`src/rtl/core/sqg_pkg.sv`:
```
package sqg_pkg;

    localparam int DEF_MAX_QUBITS = 12;
    localparam int DEF_AMP_WIDTH  = 16;

    localparam int CFG_IDX_W  = 3;
    localparam int CFG_DATA_W = 32;
    localparam int GEO_W      = 4;

    localparam int COEF_W    = 16;
    localparam int COEF_FRAC = 15;

    localparam logic [GEO_W-1:0]      QUBITS_RST = 4'd12;
    localparam logic [GEO_W-1:0]      TARGET_RST = 4'd0;
    localparam logic [CFG_DATA_W-1:0] COEF_ONE   = 32'h7FFF_0000;
    localparam logic [CFG_DATA_W-1:0] COEF_ZERO  = 32'h0000_0000;

    localparam int GATE_U00 = 0;
    localparam int GATE_U01 = 1;
    localparam int GATE_U10 = 2;
    localparam int GATE_U11 = 3;

    typedef enum logic [CFG_IDX_W-1:0] {
        CFG_QUBITS = 3'd0,
        CFG_TARGET = 3'd1,
        CFG_U00    = 3'd2,
        CFG_U01    = 3'd3,
        CFG_U10    = 3'd4,
        CFG_U11    = 3'd5
    } t_cfg_idx;

    typedef logic [3:0][CFG_DATA_W-1:0] t_gate;

    typedef struct packed {
        logic pair;
        logic last;
    } t_item_ctl;

endpackage

```
`src/rtl/core/sqg_index.sv`:
```
module sqg_index import sqg_pkg::*; #(
    parameter int MAX_QUBITS = DEF_MAX_QUBITS,
    parameter int ADDR_W     = (MAX_QUBITS > 1) ? MAX_QUBITS - 1 : 1
) (
    input  logic                  i_clk,
    input  logic                  i_rst_n,
    input  logic                  i_cfg_wr_en,
    input  logic [CFG_IDX_W-1:0]  i_cfg_addr,
    input  logic [GEO_W-1:0]      i_cfg_geo,
    input  logic                  i_advance,
    output logic [MAX_QUBITS-1:0] o_idx,
    output logic [MAX_QUBITS-1:0] o_i0,
    output logic [MAX_QUBITS-1:0] o_size_mask,
    output logic [ADDR_W-1:0]     o_addr,
    output t_item_ctl             o_ctl
);

    localparam int IW = MAX_QUBITS;
    localparam int NB = $clog2(MAX_QUBITS + 1);
    localparam int CW = (NB > GEO_W) ? NB : GEO_W;

    logic [GEO_W-1:0] r_qubits;
    logic [GEO_W-1:0] r_target;
    logic [IW-1:0]    r_next_index;
    logic [IW-1:0]    n_next_index;

    logic [CW-1:0] q_c;
    logic [CW-1:0] k_c;
    logic [CW-1:0] n_c;
    logic [CW-1:0] k_lim;
    logic [CW-1:0] t_c;
    logic [IW:0]   size_wide;
    logic [IW-1:0] size_mask;
    logic [IW-1:0] tgt_mask;
    logic [IW-1:0] low_mask;
    logic [IW-1:0] idx;
    logic [IW-1:0] addr_full;

    always_comb begin
        q_c = CW'(r_qubits);
        k_c = CW'(r_target);
        if (q_c == '0) begin
            n_c = CW'(1);
        end else if (q_c > CW'(MAX_QUBITS)) begin
            n_c = CW'(MAX_QUBITS);
        end else begin
            n_c = q_c;
        end
        k_lim     = (k_c > n_c - CW'(1)) ? n_c - CW'(1) : k_c;
        t_c       = n_c - CW'(1) - k_lim;
        size_wide = ((IW+1)'(1) << n_c) - (IW+1)'(1);
        size_mask = size_wide[IW-1:0];
        tgt_mask  = IW'(1) << t_c;
        low_mask  = tgt_mask - IW'(1);
        idx       = r_next_index & size_mask;
        addr_full = ((idx >> 1) & ~low_mask) | (idx & low_mask);
        n_next_index = (idx + IW'(1)) & size_mask;
    end

    always_ff @(posedge i_clk) begin
        if (!i_rst_n) begin
            r_qubits     <= QUBITS_RST;
            r_target     <= TARGET_RST;
            r_next_index <= '0;
        end else if (i_cfg_wr_en && t_cfg_idx'(i_cfg_addr) == CFG_QUBITS) begin
            r_qubits     <= i_cfg_geo;
            r_next_index <= '0;
        end else if (i_cfg_wr_en && t_cfg_idx'(i_cfg_addr) == CFG_TARGET) begin
            r_target     <= i_cfg_geo;
            r_next_index <= '0;
        end else if (i_advance) begin
            r_next_index <= n_next_index;
        end
    end

    assign o_idx       = idx;
    assign o_i0        = idx & ~tgt_mask;
    assign o_size_mask = size_mask;
    assign o_addr      = addr_full[ADDR_W-1:0];
    assign o_ctl.pair  = |(idx & tgt_mask);
    assign o_ctl.last  = (idx == size_mask);

endmodule

```
`config.mk`:
```
export PLATFORM = sky130hd
export DESIGN_NAME = sqg_index
export DESIGN_NICKNAME = d
export VERILOG_FILES = /design/src/rtl/core/sqg_pkg.sv /design/src/rtl/core/sqg_index.sv
export SDC_FILE = /design/constraint.sdc
export NUM_CORES = 1
export LEC_CHECK = 0
export ABC_CLOCK_PERIOD_IN_PS = 22700
export BUFFER_PORTS_ARGS = -buffer_cell sky130_fd_sc_hd__buf_4
export CORE_MARGIN = 1
export CORE_UTILIZATION = 50
export DETAILED_ROUTE_END_ITERATION = 12
export HOLD_SLACK_MARGIN = 0.03
export PLACE_DENSITY_LB_ADDON = 0.25
export SYNTH_ARGS = -nofsm -noshare
export SYNTH_HDL_FRONTEND = slang
export SYNTH_SLANG_ARGS = --single-unit
```
`constraint.sdc`:
```
create_clock -name i_clk -period 22.7 [get_ports i_clk]
set_input_delay 6.81 -clock i_clk [delete_from_list [all_inputs] [get_ports i_clk]]
set_output_delay 6.81 -clock i_clk [all_outputs]
set_load 0.1 [all_outputs]
```
### After elaboration in Yosys (flattened, before gate mapping)

Index checks and enable logic that the tools add are counted.

| word-level totals | value |
|---|---|
| bits in registers | 20 |
| input bits | 11 |
| output and inout port bits | 49 |
| word-level logic and storage cells | 35 |

| operators by class | value |
|---|---|
| add/subtract/negate cells | 5 |
| order comparisons | 2 |
| equal/unequal tests | 2 |
| shift operators | 2 |
| multiplexer cells | 3 |
| bitwise gates (word level) | 11 |
| reduce and logical (&&, ||, !) cells | 7 |

Operators by type and width:

| kind | count |
|---|---|
| $and 12x12->12 | 4 |
| $shl 1x4->12 const A | 2 |
| $and 11x11->11 | 2 |
| $add 12x1->12 const B | 1 |
| $eq 12x12->1 | 1 |
| $mux 4 | 3 |
| $not 12->12 | 1 |
| $reduce_or 12->1 | 1 |
| $sub 12x2->12 const B | 1 |
| $not 11->11 | 1 |
| $or 11x11->11 | 1 |
| $sub 11x1->11 const B | 1 |
| $gt 4x4->1 | 1 |
| $gt 4x4->1 const B | 1 |
| $logic_not 4->1 | 1 |
| $sub 4x1->4 const B | 1 |
| $sub 4x4->4 | 1 |
| $eq 3x1->1 const B | 1 |
| $logic_not 3->1 | 1 |
| $reduce_or 3->1 | 1 |
| $logic_and 1x1->1 | 2 |
| $not 1->1 | 2 |
| $reduce_and 2->1 | 1 |

### Logic depth before layout (Yosys ltp)

Gate-level depths: netlist of the first run.

| logic depth | value |
|---|---|
| word-level depth | 12 |
| mapped depth | 26 |
| mapped depth without buffers | 23 |

### Worst setup path after synthesis of the first run

OpenSTA, ideal clock, no wires.

| timing path | value |
|---|---|
| kind | register -> output |
| start | reg r_qubits[2], in the netlist q_c[2] |
| end | out o_addr[8] |
| arrival time | 7,026 ps |
| required time | 15,890 ps |
| path slack | 8,864 ps |
| stages on the path, launching flop included | 23 |
| path through | dfxtp_1 > buf_6 > buf_6 > inv_1 > a22oi_1 > inv_1 > ha_1 > inv_1 > ha_1 > nor2b_1 > a2111oi_4 > nor4_1 > mux2_2 > fa_1 > xor2_1 > nand2_1 > nor2_1 > nand2_1 > ha_1 > clkbuf_1 > nand2_1 > nor3_1 > a211oi_1 |

| between the ends | value |
|---|---|
| cells in the longest elaborated chain, start to end | 12 |
| elaborated cells on any way between the ends | 17 |
| those cells by class | 4 x add/sub; 2 x order compare; 2 x shift; 3 x mux; 5 x bitwise; 1 x reduce/logical |

Ends and longest elaborated chain:

| element | line | source |
|---|---|---|
| from (decl) | sqg_index.sv:22 | `logic [GEO_W-1:0] r_qubits;` |
| from (signal assigned) | sqg_index.sv:66 | `r_qubits <= i_cfg_geo;` |
| $gt 4x4->1 | sqg_index.sv:44 | `end else if (q_c > CW'(MAX_QUBITS)) begin` |
| $mux 4 | sqg_index.sv:44 |  |
| $mux 4 * | sqg_index.sv:42 | `if (q_c == '0) begin` |
| $sub 4x1->4 | sqg_index.sv:49, sqg_index.sv:50 |  |
| $gt 4x4->1 | sqg_index.sv:49 | `k_lim = (k_c > n_c - CW'(1)) ? n_c - CW'(1) : k_c;` |
| $mux 4 | sqg_index.sv:49 |  |
| $sub 4x4->4 | sqg_index.sv:50 | `t_c = n_c - CW'(1) - k_lim;` |
| $shl 1x4->12 | sqg_index.sv:53 | `tgt_mask = IW'(1) << t_c;` |
| $sub 11x1->11 | sqg_index.sv:54 | `low_mask = tgt_mask - IW'(1);` |
| $not 11->11 | sqg_index.sv:56 | `addr_full = ((idx >> 1) & ~low_mask) \| (idx & low_mask);` |
| $and 11x11->11 | sqg_index.sv:56 |  |
| $or 11x11->11 * | sqg_index.sv:56 |  |
| to (decl) | sqg_index.sv:14 | `output logic [ADDR_W-1:0] o_addr,` |

Mark *: on every way between the ends. The rest lies on a longest branch, timed or not.

### Worst setup path in the final report of the first run

| timing path | value |
|---|---|
| start | reg r_qubits[2], in the netlist q_c[2] |
| end | out o_addr[10] |

Same word-level chain as after synthesis.

==> results.yml, run 1 <==
route:
  routedWlPerCell_um: 15.1
  firstDrtPassIters: 5
  viasPerCell: 5.97
  routed_wl_um: 6180
  vias: 2447
  antenna_left: 0
  drc: 0
  first_iter_violations: 233
sta:
  slew_viol_final: 0
  setup_violations: 0
  hold_viol_final: 0
  slew_headroom: 0.555
  rsz0062_at_grt: "no"
  fin_setup_tns_ns: 0
  finalCritPeriodShare: 0.598
  period_needed_ns: 13.58
  fmax_mhz: 73.6
  tightest_slew_ns: 0.666
  skew_ns: 0.00746
power:
  p_sw_uw: 41.8
  powerDensity_nw_per_um2: 36.2
  clkPwrFrac: 0.236
  internal_power_uw: 58.2
  peakVddDrop_uv: 31.4
  p_comb_frac: 0.396
  p_leak_uw: 0.00127
  finalPower_uw: 100
  swShare: 0.418
  power_frac_seq: 0.368
worst_setup_path:
  worstRegToRegCells: 14
  crit_path_start_kind: "flip-flop"
  cp_max_fo: 20
  cp.arrival_ns: 6.77
  crit_path_end_kind: "output pin"
  max_stage_delay_ns: 0.75
  cp.required_ns: 15.89
  path_depth: 22
  path_delay_family: "adder cells"
  cp_slowest_cell: "dfxtp_1"
  crit_chain: "inv_1, a22oi_1, inv_1, ha_1, inv_1, ha_1, nor2b_1, a2111oi_4, nor4_1, mux2_2, fa_1, xor2_1, nand2_1, nor2_1, nand2_1, ha_1, nor2_1, a21oi_1, a2bb2oi_1, o22ai_1, mux2i_1, buf_4"
  path_class: "reg2out"
  cp.buffers_inverters: 4
cts:
  cts_buffer_depth: 2
  clkTransAtPathRegs_ns: 0.08
  clockRootBuffer: "clkbuf_8"
  cts_setup_buffers: 0
  h-tree-depth: 1
  clk_latency_ns: 0.26
  cts_resized: 0
  cts.sinks: 20
  cts_buffers: 3
  cts_hold_buffers: 0
  cts_tree: "built"
final_layout:
  fillers: 402
  nNetsFinal: 385
  final_cells: 410
  num_antenna_cells: 0
  area_growth_pct: 20.8
  layout-drive-gt1-share: 0.204
  utilization: 0.630
synthesis:
  netlist_instances: 310
  synth_top_flop_cell: "dfxtp_1"
  yosysWarnings: 0
  synth-edff-count: 0
  async_reset_ff_frac: 0
  yosysUniqueCellTypes: 58
  syn_avg_cell_area_um2: 7.38
  yosysSeqAreaShare: 0.175
  synth-seq-cells: 20
  netlist_area_um2: 2290
  syn_nets: 335
global_route:
  grt_pass1_vias: 2175
  antenna_found_initial: 0
  grt.total_usage: 0.254
  grt_overflow_total: 0
  grt_pass1_wl_um: 10200
  grt_max_degree: 21
placement:
  gp_congestion: 0.860
  place_hpwl_um: 4690
  io_buffer_count: 59
  placed_cells: 407
floorplan:
  num_rows: 24
  core_um2: 4380
  die_height_um: 69.6
  pin_count: 60
  start_util: 0.522
  die-area_um2: 4850
  dieWidth_um: 69.6
worst_hold_path:
  hp-class: "reg2reg"
  min_path_cells: 2
outcome:
  outcome: "completed"
job:
  maxCapViolCount: 0
[layout make-up]
cell class	count	area, um^2	area share
Clock buffer	3	41.3	0.0149
Inverter	33	124	0.0448
Multi-Input combinational cell	241	1670	0.606
Sequential cell	20	400	0.145
Tap cell	52	65.1	0.0236
Timing Repair Buffer	61	458	0.166
[kinds of logic after synthesis]
group                      count (synthesis)  synth area share
muxes                                     14            0.0689
xor gates and xnor gates                  14            0.0662
adders and majority gates                 14            0.0799
buffers and inverters                     49            0.0930
DFF                                       20             0.175
and+or+nand+nor                          110             0.239
AOI/OAI and AO/OA                         89             0.278
[Yosys cell counts (2+ instances only)]
cell type / n / share of area
a31oi_1: 7 / 0.019
buf_6: 3 / 0.015
nor3_1: 7 / 0.015
dfxtp_1: 20 / 0.18
a21o_1: 2 / 0.0066
buf_2: 5 / 0.011
o211ai_1: 3 / 0.0098
nor2b_1: 9 / 0.025
nand2b_1: 5 / 0.014
o22ai_1: 4 / 0.011
o21bai_1: 5 / 0.016
inv_1: 33 / 0.054
ha_1: 13 / 0.071
and3_1: 3 / 0.0082
o31ai_1: 5 / 0.016
nor4b_1: 2 / 0.0077
xor2_1: 3 / 0.011
nand3_1: 8 / 0.018
o21ai_0: 18 / 0.039
xnor2_1: 8 / 0.031
nor3b_1: 2 / 0.0066
nor4_1: 2 / 0.0055
a21oi_1: 15 / 0.033
a22oi_1: 3 / 0.0098
clkbuf_1: 8 / 0.013
nand2_1: 35 / 0.057
or4_1: 2 / 0.0066
a32oi_1: 3 / 0.011
a211oi_1: 10 / 0.033
mux2i_1: 12 / 0.053
o21a_1: 2 / 0.0066
nor2_1: 27 / 0.044
[power groups by stage]
stage | Clock, uW | Sequential, uW | Combinational (uW)
2_1_floorplan | 0 | 36.9 | 32.0
3_3_place_gp | 0 | 37.6 | 39.1
3_5_place_dp | 0 | 37.6 | 39.3
4_1_cts | 23.5 | 36.8 | 39.4
5_1_grt | 24.7 | 37.0 | 41.9
6_report | 23.6 | 36.8 | 39.6
[worst reg2reg max path, stage by stage, from the launching register on]
cell and delay (ns):
dfxtp_1 0.75, inv_1 0.16, a22oi_1 0.46, ha_1 0.43, or3b_1 0.45, ha_1 0.32
inv_1 0.10, nand2_1 0.16, inv_1 0.14, nand2_1 0.06, nor4b_1 0.54, nand4_1 0.27
nor3_1 0.28, xnor2_1 0.10, a211oi_1 0.19
[metal layers]
metal	part of all wire	GRT usage	routed length [um]
met1	0.45	0.359	2770
met2	0.45	0.405	2810
met3	0.082	0.0305	505
met4	0.014	0.0756	89
met5	0	0	0
[final timing paths]
kind / startpoint / slack [ns] / end
worst max-delay path: q_c[2] / 9.12 / o_addr[10]
worst min-delay path: r_next_index[1] / 0.50 / r_next_index[1]
worst max register to register: q_c[2] / 18.22 / r_next_index[11]
worst min register to register: r_next_index[1] / 0.50 / r_next_index[1]
[state kept, by name, summed over array words and instances (netlist names)]
| register | cells |
|---|---|
| q_c | 4 |
| k_c | 4 |
| r_next_index | 12 |
[metrics by stage]
step / hold WS, ns / setup WS, ns / cell area, um^2
after floorplan: 0.460 / 8.86 / 2290
after global placement: 0.478 / 9.63 / 2720
after detailed placement: 0.485 / 9.43 / 2720
after CTS: 0.498 / 9.10 / 2760
after global routing: 0.532 / 8.39 / 2760
final: 0.496 / 9.12 / 2760
[layout by cell type (no fill, tap or decap), types with 8 or more instances in the layout]
cell type / count
a21oi_1: 15
mux2i_1: 12
nand2_1: 35
nand3_1: 8
inv_1: 33
ha_1: 13
buf_4: 61
nor2_1: 27
o21ai_0: 18
a211oi_1: 10
dfxtp_1: 20
nor2b_1: 9
xnor2_1: 8
(Power assumes the default switching activity.)
==> run 2: changes to the inputs <==
- ABC_CLOCK_PERIOD_IN_PS: 22700 -> 13700
- clock period: 22.7 -> 13.7 ns (I/O delays scaled with it)
==> results.yml, run 2 (same netlist as run 1, synthesis figures left out) <==
outcome:
  outcome: "completed"
route:
  firstDrtPassIters: 5
  viasPerCell: 5.90
  drc: 0
  vias: 2419
  first_iter_violations: 185
  routed_wl_um: 6100
  routedWlPerCell_um: 14.9
  antenna_left: 0
worst_setup_path:
  cp_slowest_cell: "dfxtp_1"
  crit_chain: "inv_1, a22oi_1, inv_1, ha_1, inv_1, ha_1, nor2b_1, a2111oi_4, nor4_1, mux2_2, fa_1, xor2_1, nand2_1, nor2_1, nand2_1, ha_1, nor2_1, a21oi_1, a2bb2oi_1, o22ai_1, mux2i_1, buf_4"
  cp.required_ns: 9.59
  crit_path_end_kind: "output pin"
  rrSetupSlack_ns: 9.20
  cp_max_fo: 20
  worstRegToRegCells: 14
  max_stage_delay_ns: 0.75
  path_class: "reg2out"
  crit_path_start_kind: "flip-flop"
  cp.arrival_ns: 6.81
floorplan:
  num_rows: 24
  die-area_um2: 4850
  dieWidth_um: 69.6
  pin_count: 60
  start_util: 0.522
  core_um2: 4380
  die_height_um: 69.6
final_layout:
  num_antenna_cells: 0
  utilization: 0.630
  layout_commonest_cell: "buf_4"
  layout-drive-gt1-share: 0.204
  final_cell_mix: "buf_4 (61), nand2_1 (35), inv_1 (33)"
  nNetsFinal: 385
  regMostFlops: "r_next_index"
  area_growth_pct: 20.8
  largest_reg_flops: 12
  fillers: 395
  multi_input_comb_area_um2: 1670
  final-seq-area_um2: 400
sta:
  fin_setup_tns_ns: 0
  fmax_mhz: 91.5
  tightest_slew_ns: 0.655
  slew_viol_final: 0
  skew_ns: 0.00214
  rsz0062_at_grt: "no"
  hold_viol_final: 0
  period_needed_ns: 10.92
  setup_violations: 0
  finalCritPeriodShare: 0.797
  slew_headroom: 0.557
cts:
  cts_resized: 0
  cts_buffer_depth: 2
  cts_buffers: 3
  clkTransAtPathRegs_ns: 0.07
  clockRootBuffer: "clkbuf_8"
  cts_hold_buffers: 0
  h-tree-depth: 1
  clk_latency_ns: 0.26
  cts.sinks: 20
  cts_setup_buffers: 0
  cts_tree: "built"
placement:
  io_buffer_count: 59
  gp_congestion: 0.860
  place_hpwl_um: 4710
power:
  swShare: 0.414
  p_leak_uw: 0.00127
  internal_power_uw: 96.4
  p_sw_uw: 68.1
  peakVddDrop_uv: 58.0
  powerDensity_nw_per_um2: 59.6
  power_frac_seq: 0.371
  p_comb_frac: 0.396
  clkPwrFrac: 0.234
job:
  maxCapViolCount: 0
global_route:
  antenna_found_initial: 0
  grt_pass1_wl_um: 10100
  grt_max_degree: 21
  grt_pass1_vias: 2097
  grt.total_usage: 0.253
  grt_overflow_total: 0
worst_hold_path:
  hp-class: "reg2reg"
  min_path_cells: 2
==> run 2: cell counts in the layout (fill, tap and decap cells not counted) <==
Identical to the previous run, type by type.
==> run 2: through the flow <==
| stage | hold WS (ns) | area [um^2] | instances | setup WS [ns] | power (uW) |
|---|---|---|---|---|---|
| after global placement | 0.478 | 2720 | 407 | 3.33 | 127 |
| after global routing | 0.532 | 2760 | 410 | 2.02 | 172 |
| after detailed placement | 0.485 | 2720 | 407 | 3.10 | 127 |
| after floorplan | 0.460 | 2290 | 310 | 2.56 | 114 |
| final | 0.495 | 2760 | 410 | 2.78 | 165 |
| after CTS | 0.498 | 2760 | 410 | 2.79 | 165 |
==> run 2: path summary, 6_finish.rpt <==
check                                startpoint         endpoint
worst min register to register  r_next_index[1]  r_next_index[1]
worst max register to register           q_c[2]  r_next_index[9]
worst max-delay path                     q_c[2]       o_addr[10]
worst min-delay path            r_next_index[1]  r_next_index[1]
==> run 2: layer usage <==
metal  GRT usage  vias up  wire length [um]
li1            -     1205                 -
met2       0.419       86              2850
met3      0.0262        5               397
met5           0        -                 0
met1       0.355     1123              2810
met4      0.0556        0                50
==> run 2: cell type report <==
type                            instances  area share
Multi-Input combinational cell        241       0.606
Sequential cell                        20       0.145
Inverter                               33      0.0448
Tap cell                               52      0.0236
Clock buffer                            3      0.0149
Timing Repair Buffer                   61       0.166
==> run 2: power groups by stage <==
stage | logic [uW] | registers (uW) | clock network [uW]
after floorplan | 53.1 | 61.1 | 0
after global placement | 64.9 | 62.3 | 0
after detailed placement | 65.0 | 62.3 | 0
after CTS | 65.1 | 61.0 | 39.2
after global routing | 69.2 | 61.2 | 41.9
final | 65.1 | 61.0 | 38.4
==> run 2: critical path, delay by kind of cell, from the launching register on <==
kind / cells / cell delay [ns]
mux: 2 / 0.64
flops: 1 / 0.75
simple gates: 6 / 1.46
compound gates: 5 / 0.99
buf+inv: 4 / 0.71
xor+xnor: 1 / 0.51
fa+ha+maj: 4 / 1.48
==> run 3: changes to the inputs <==
- ABC_CLOCK_PERIOD_IN_PS: 13700 -> 9200
- CORE_UTILIZATION: 50 -> 49
- clock period: 13.7 -> 9.2 ns (I/O delays scaled with it)
==> results.yml, run 3 (same netlist as run 1, synthesis figures left out) <==
floorplan:
  pin_count: 60
  num_rows: 24
  die_height_um: 70.3
  dieWidth_um: 70.3
  die-area_um2: 4940
  start_util: 0.518
  core_um2: 4410
power:
  peakVddDrop_uv: 63.2
  p_comb_frac: 0.394
  p_leak_uw: 0.00130
  powerDensity_nw_per_um2: 92.2
  clkPwrFrac: 0.266
  swShare: 0.410
  power_frac_seq: 0.341
  internal_power_uw: 155
  finalPower_uw: 263
  p_sw_uw: 108
global_route:
  grt_overflow_total: 0
  antenna_found_initial: 0
  grt_pass1_vias: 2247
  grt.total_usage: 0.257
  grt_pass1_wl_um: 10400
  grt_max_degree: 19
worst_setup_path:
  cp.required_ns: 6.44
  crit_path_start_kind: "flip-flop"
  worstRegToRegCells: 16
  rr_startpoint: "q_c[2]"
  path_delay_family: "adder cells"
  crit_path_end_kind: "output pin"
  cp_max_fo: 17
  cp.arrival_ns: 5.96
  rrSetupSlack_ns: 5.02
  crit_chain: "buf_4, o21bai_1, a22oi_1, inv_1, ha_1, inv_1, ha_1, nor2b_1, a2111oi_4, nor4_2, nand2_1, o21ai_0, ha_1, fa_2, nand2_1, nor2_1, nand2_1, ha_1, nor2_1, a21oi_1, a2bb2oi_1, o22ai_1, mux2i_2, buf_4"
  cp.buffers_inverters: 4
  max_stage_delay_ns: 0.67
  r2r_end: "r_next_index[9]"
  cp_slowest_cell: "fa_2"
  path_class: "reg2out"
  crit_top_cell: "ha_1"
final_layout:
  area_growth_pct: 24.9
  num_antenna_cells: 0
  final_cell_mix: "buf_4 (65), nand2_1 (35), inv_1 (33)"
  layout-drive-gt1-share: 0.237
  fillers: 387
  nNetsFinal: 389
  largest_reg_flops: 12
  layout_commonest_cell: "buf_4"
  regMostFlops: "r_next_index"
  final-seq-area_um2: 400
  multi_input_comb_area_um2: 1730
  design_area_um2: 2860
sta:
  worst_slack_ns: 0.485
  finalCritPeriodShare: 0.947
  period_needed_ns: 8.72
  skew_ns: 0.00653
  tightest_slew_ns: 0.998
  slew_viol_final: 0
  setup_violations: 0
  slew_headroom: 0.328
  fin_setup_tns_ns: 0
  rsz0062_at_grt: "no"
  hold_viol_final: 0
  fmax_mhz: 115
placement:
  dpl-instance-area_um2: 2780
  io_buffer_count: 59
  gp_congestion: 0.892
  place_hpwl_um: 5000
  dp_slack_ns: 0.498
outcome:
  outcome: "completed"
route:
  antenna_left: 0
  routedWlPerCell_um: 15.4
  first_iter_violations: 234
  drc: 0
  viasPerCell: 6.00
  firstDrtPassIters: 4
  vias: 2492
  routed_wl_um: 6390
cts:
  clk_latency_ns: 0.27
  cts_setup_buffers: 0
  cts.sinks: 20
  h-tree-depth: 1
  clkTransAtPathRegs_ns: 0.08
  cts_buffer_depth: 2
  cts_tree: "built"
  cts_buffers: 3
  clockRootBuffer: "clkbuf_8"
worst_hold_path:
  min_path_cells: 2
  hp-start: "r_next_index[1]"
  hold-path-endpoint: "r_next_index[1]"
  hp-class: "reg2reg"
job:
  maxCapViolCount: 0
run 3: cell types whose count changed in the layout (fill, tap and decap cells not counted), sizes merged:
cell / before / now
buf: 61 / 65
clkbuf: 3 / 4
run 3: worst reg2reg max path: stages (launching register included):
cell and delay, ns:
dfxtp_1 0.44, buf_4 0.25, o21bai_1 0.09, a22oi_1 0.18, buf_4 0.18, ha_1 0.35
or3b_1 0.46, ha_1 0.33, inv_1 0.10, nand2_1 0.17, inv_1 0.14, nand2_1 0.06
nor4b_1 0.57, nand4_1 0.28, nor3_1 0.26, xnor2_1 0.09, a211oi_1 0.16
run 3: repair_timing:
action	4_1_cts	5_1_grt
endpoints found under the hold margin	0	0
hold buffers	0	0
gates resized for setup	0	4
endpoints found under the setup margin	0	4
run 3: worst max path at each step:
stage / start / endpoint / slack (ns) / cells past startpoint
after CTS: q_c[2] / o_addr[10] / 0.19 / 23
after global routing: q_c[2] / o_addr[10] / 0.05 / 24
final: q_c[2] / o_addr[10] / 0.48 / 24
after global placement: q_c[2] / o_addr[10] / 0.72 / 23
after floorplan: q_c[2] / o_addr[2] / 0.03 / 21
after detailed placement: q_c[2] / o_addr[10] / 0.50 / 23
run 3: cell type report:
class,instances,share of cell area
Inverter,33,0.0433
Clock buffer,4,0.0193
Timing Repair Buffer,65,0.171
Tap cell,52,0.0228
Sequential cell,20,0.140
Multi-Input combinational cell,241,0.604
run 3: power by group through the flow:
stage	Sequential, uW	Clock [uW]	Combinational, uW
after floorplan	90.9	0	80.9
after global placement	91.7	0	102
after detailed placement	91.7	0	102
after CTS	89.7	69.4	103
after global routing	89.9	73.9	109
final	89.7	70.0	104
run 3: layer usage:
| layer | global-route usage | vias up | routed length (um) | part of all wire |
|---|---|---|---|---|
| met3 | 0.0245 | 11 | 385 | 0.060 |
| met5 | 0 | - | 0 | 0 |
| met4 | 0.0956 | 0 | 112 | 0.018 |
| met1 | 0.338 | 1168 | 2830 | 0.44 |
| met2 | 0.433 | 101 | 3060 | 0.48 |
| li1 | - | 1212 | - | - |
run 3: per-stage QoR:
stage               utilization  hold slack [ns]  std cells
global placement          0.629            0.478        411
floorplan                     -            0.460        310
detailed placement        0.629            0.477        411
finish                    0.647            0.491        415
CTS                       0.641            0.490        415
global route              0.647            0.516        415
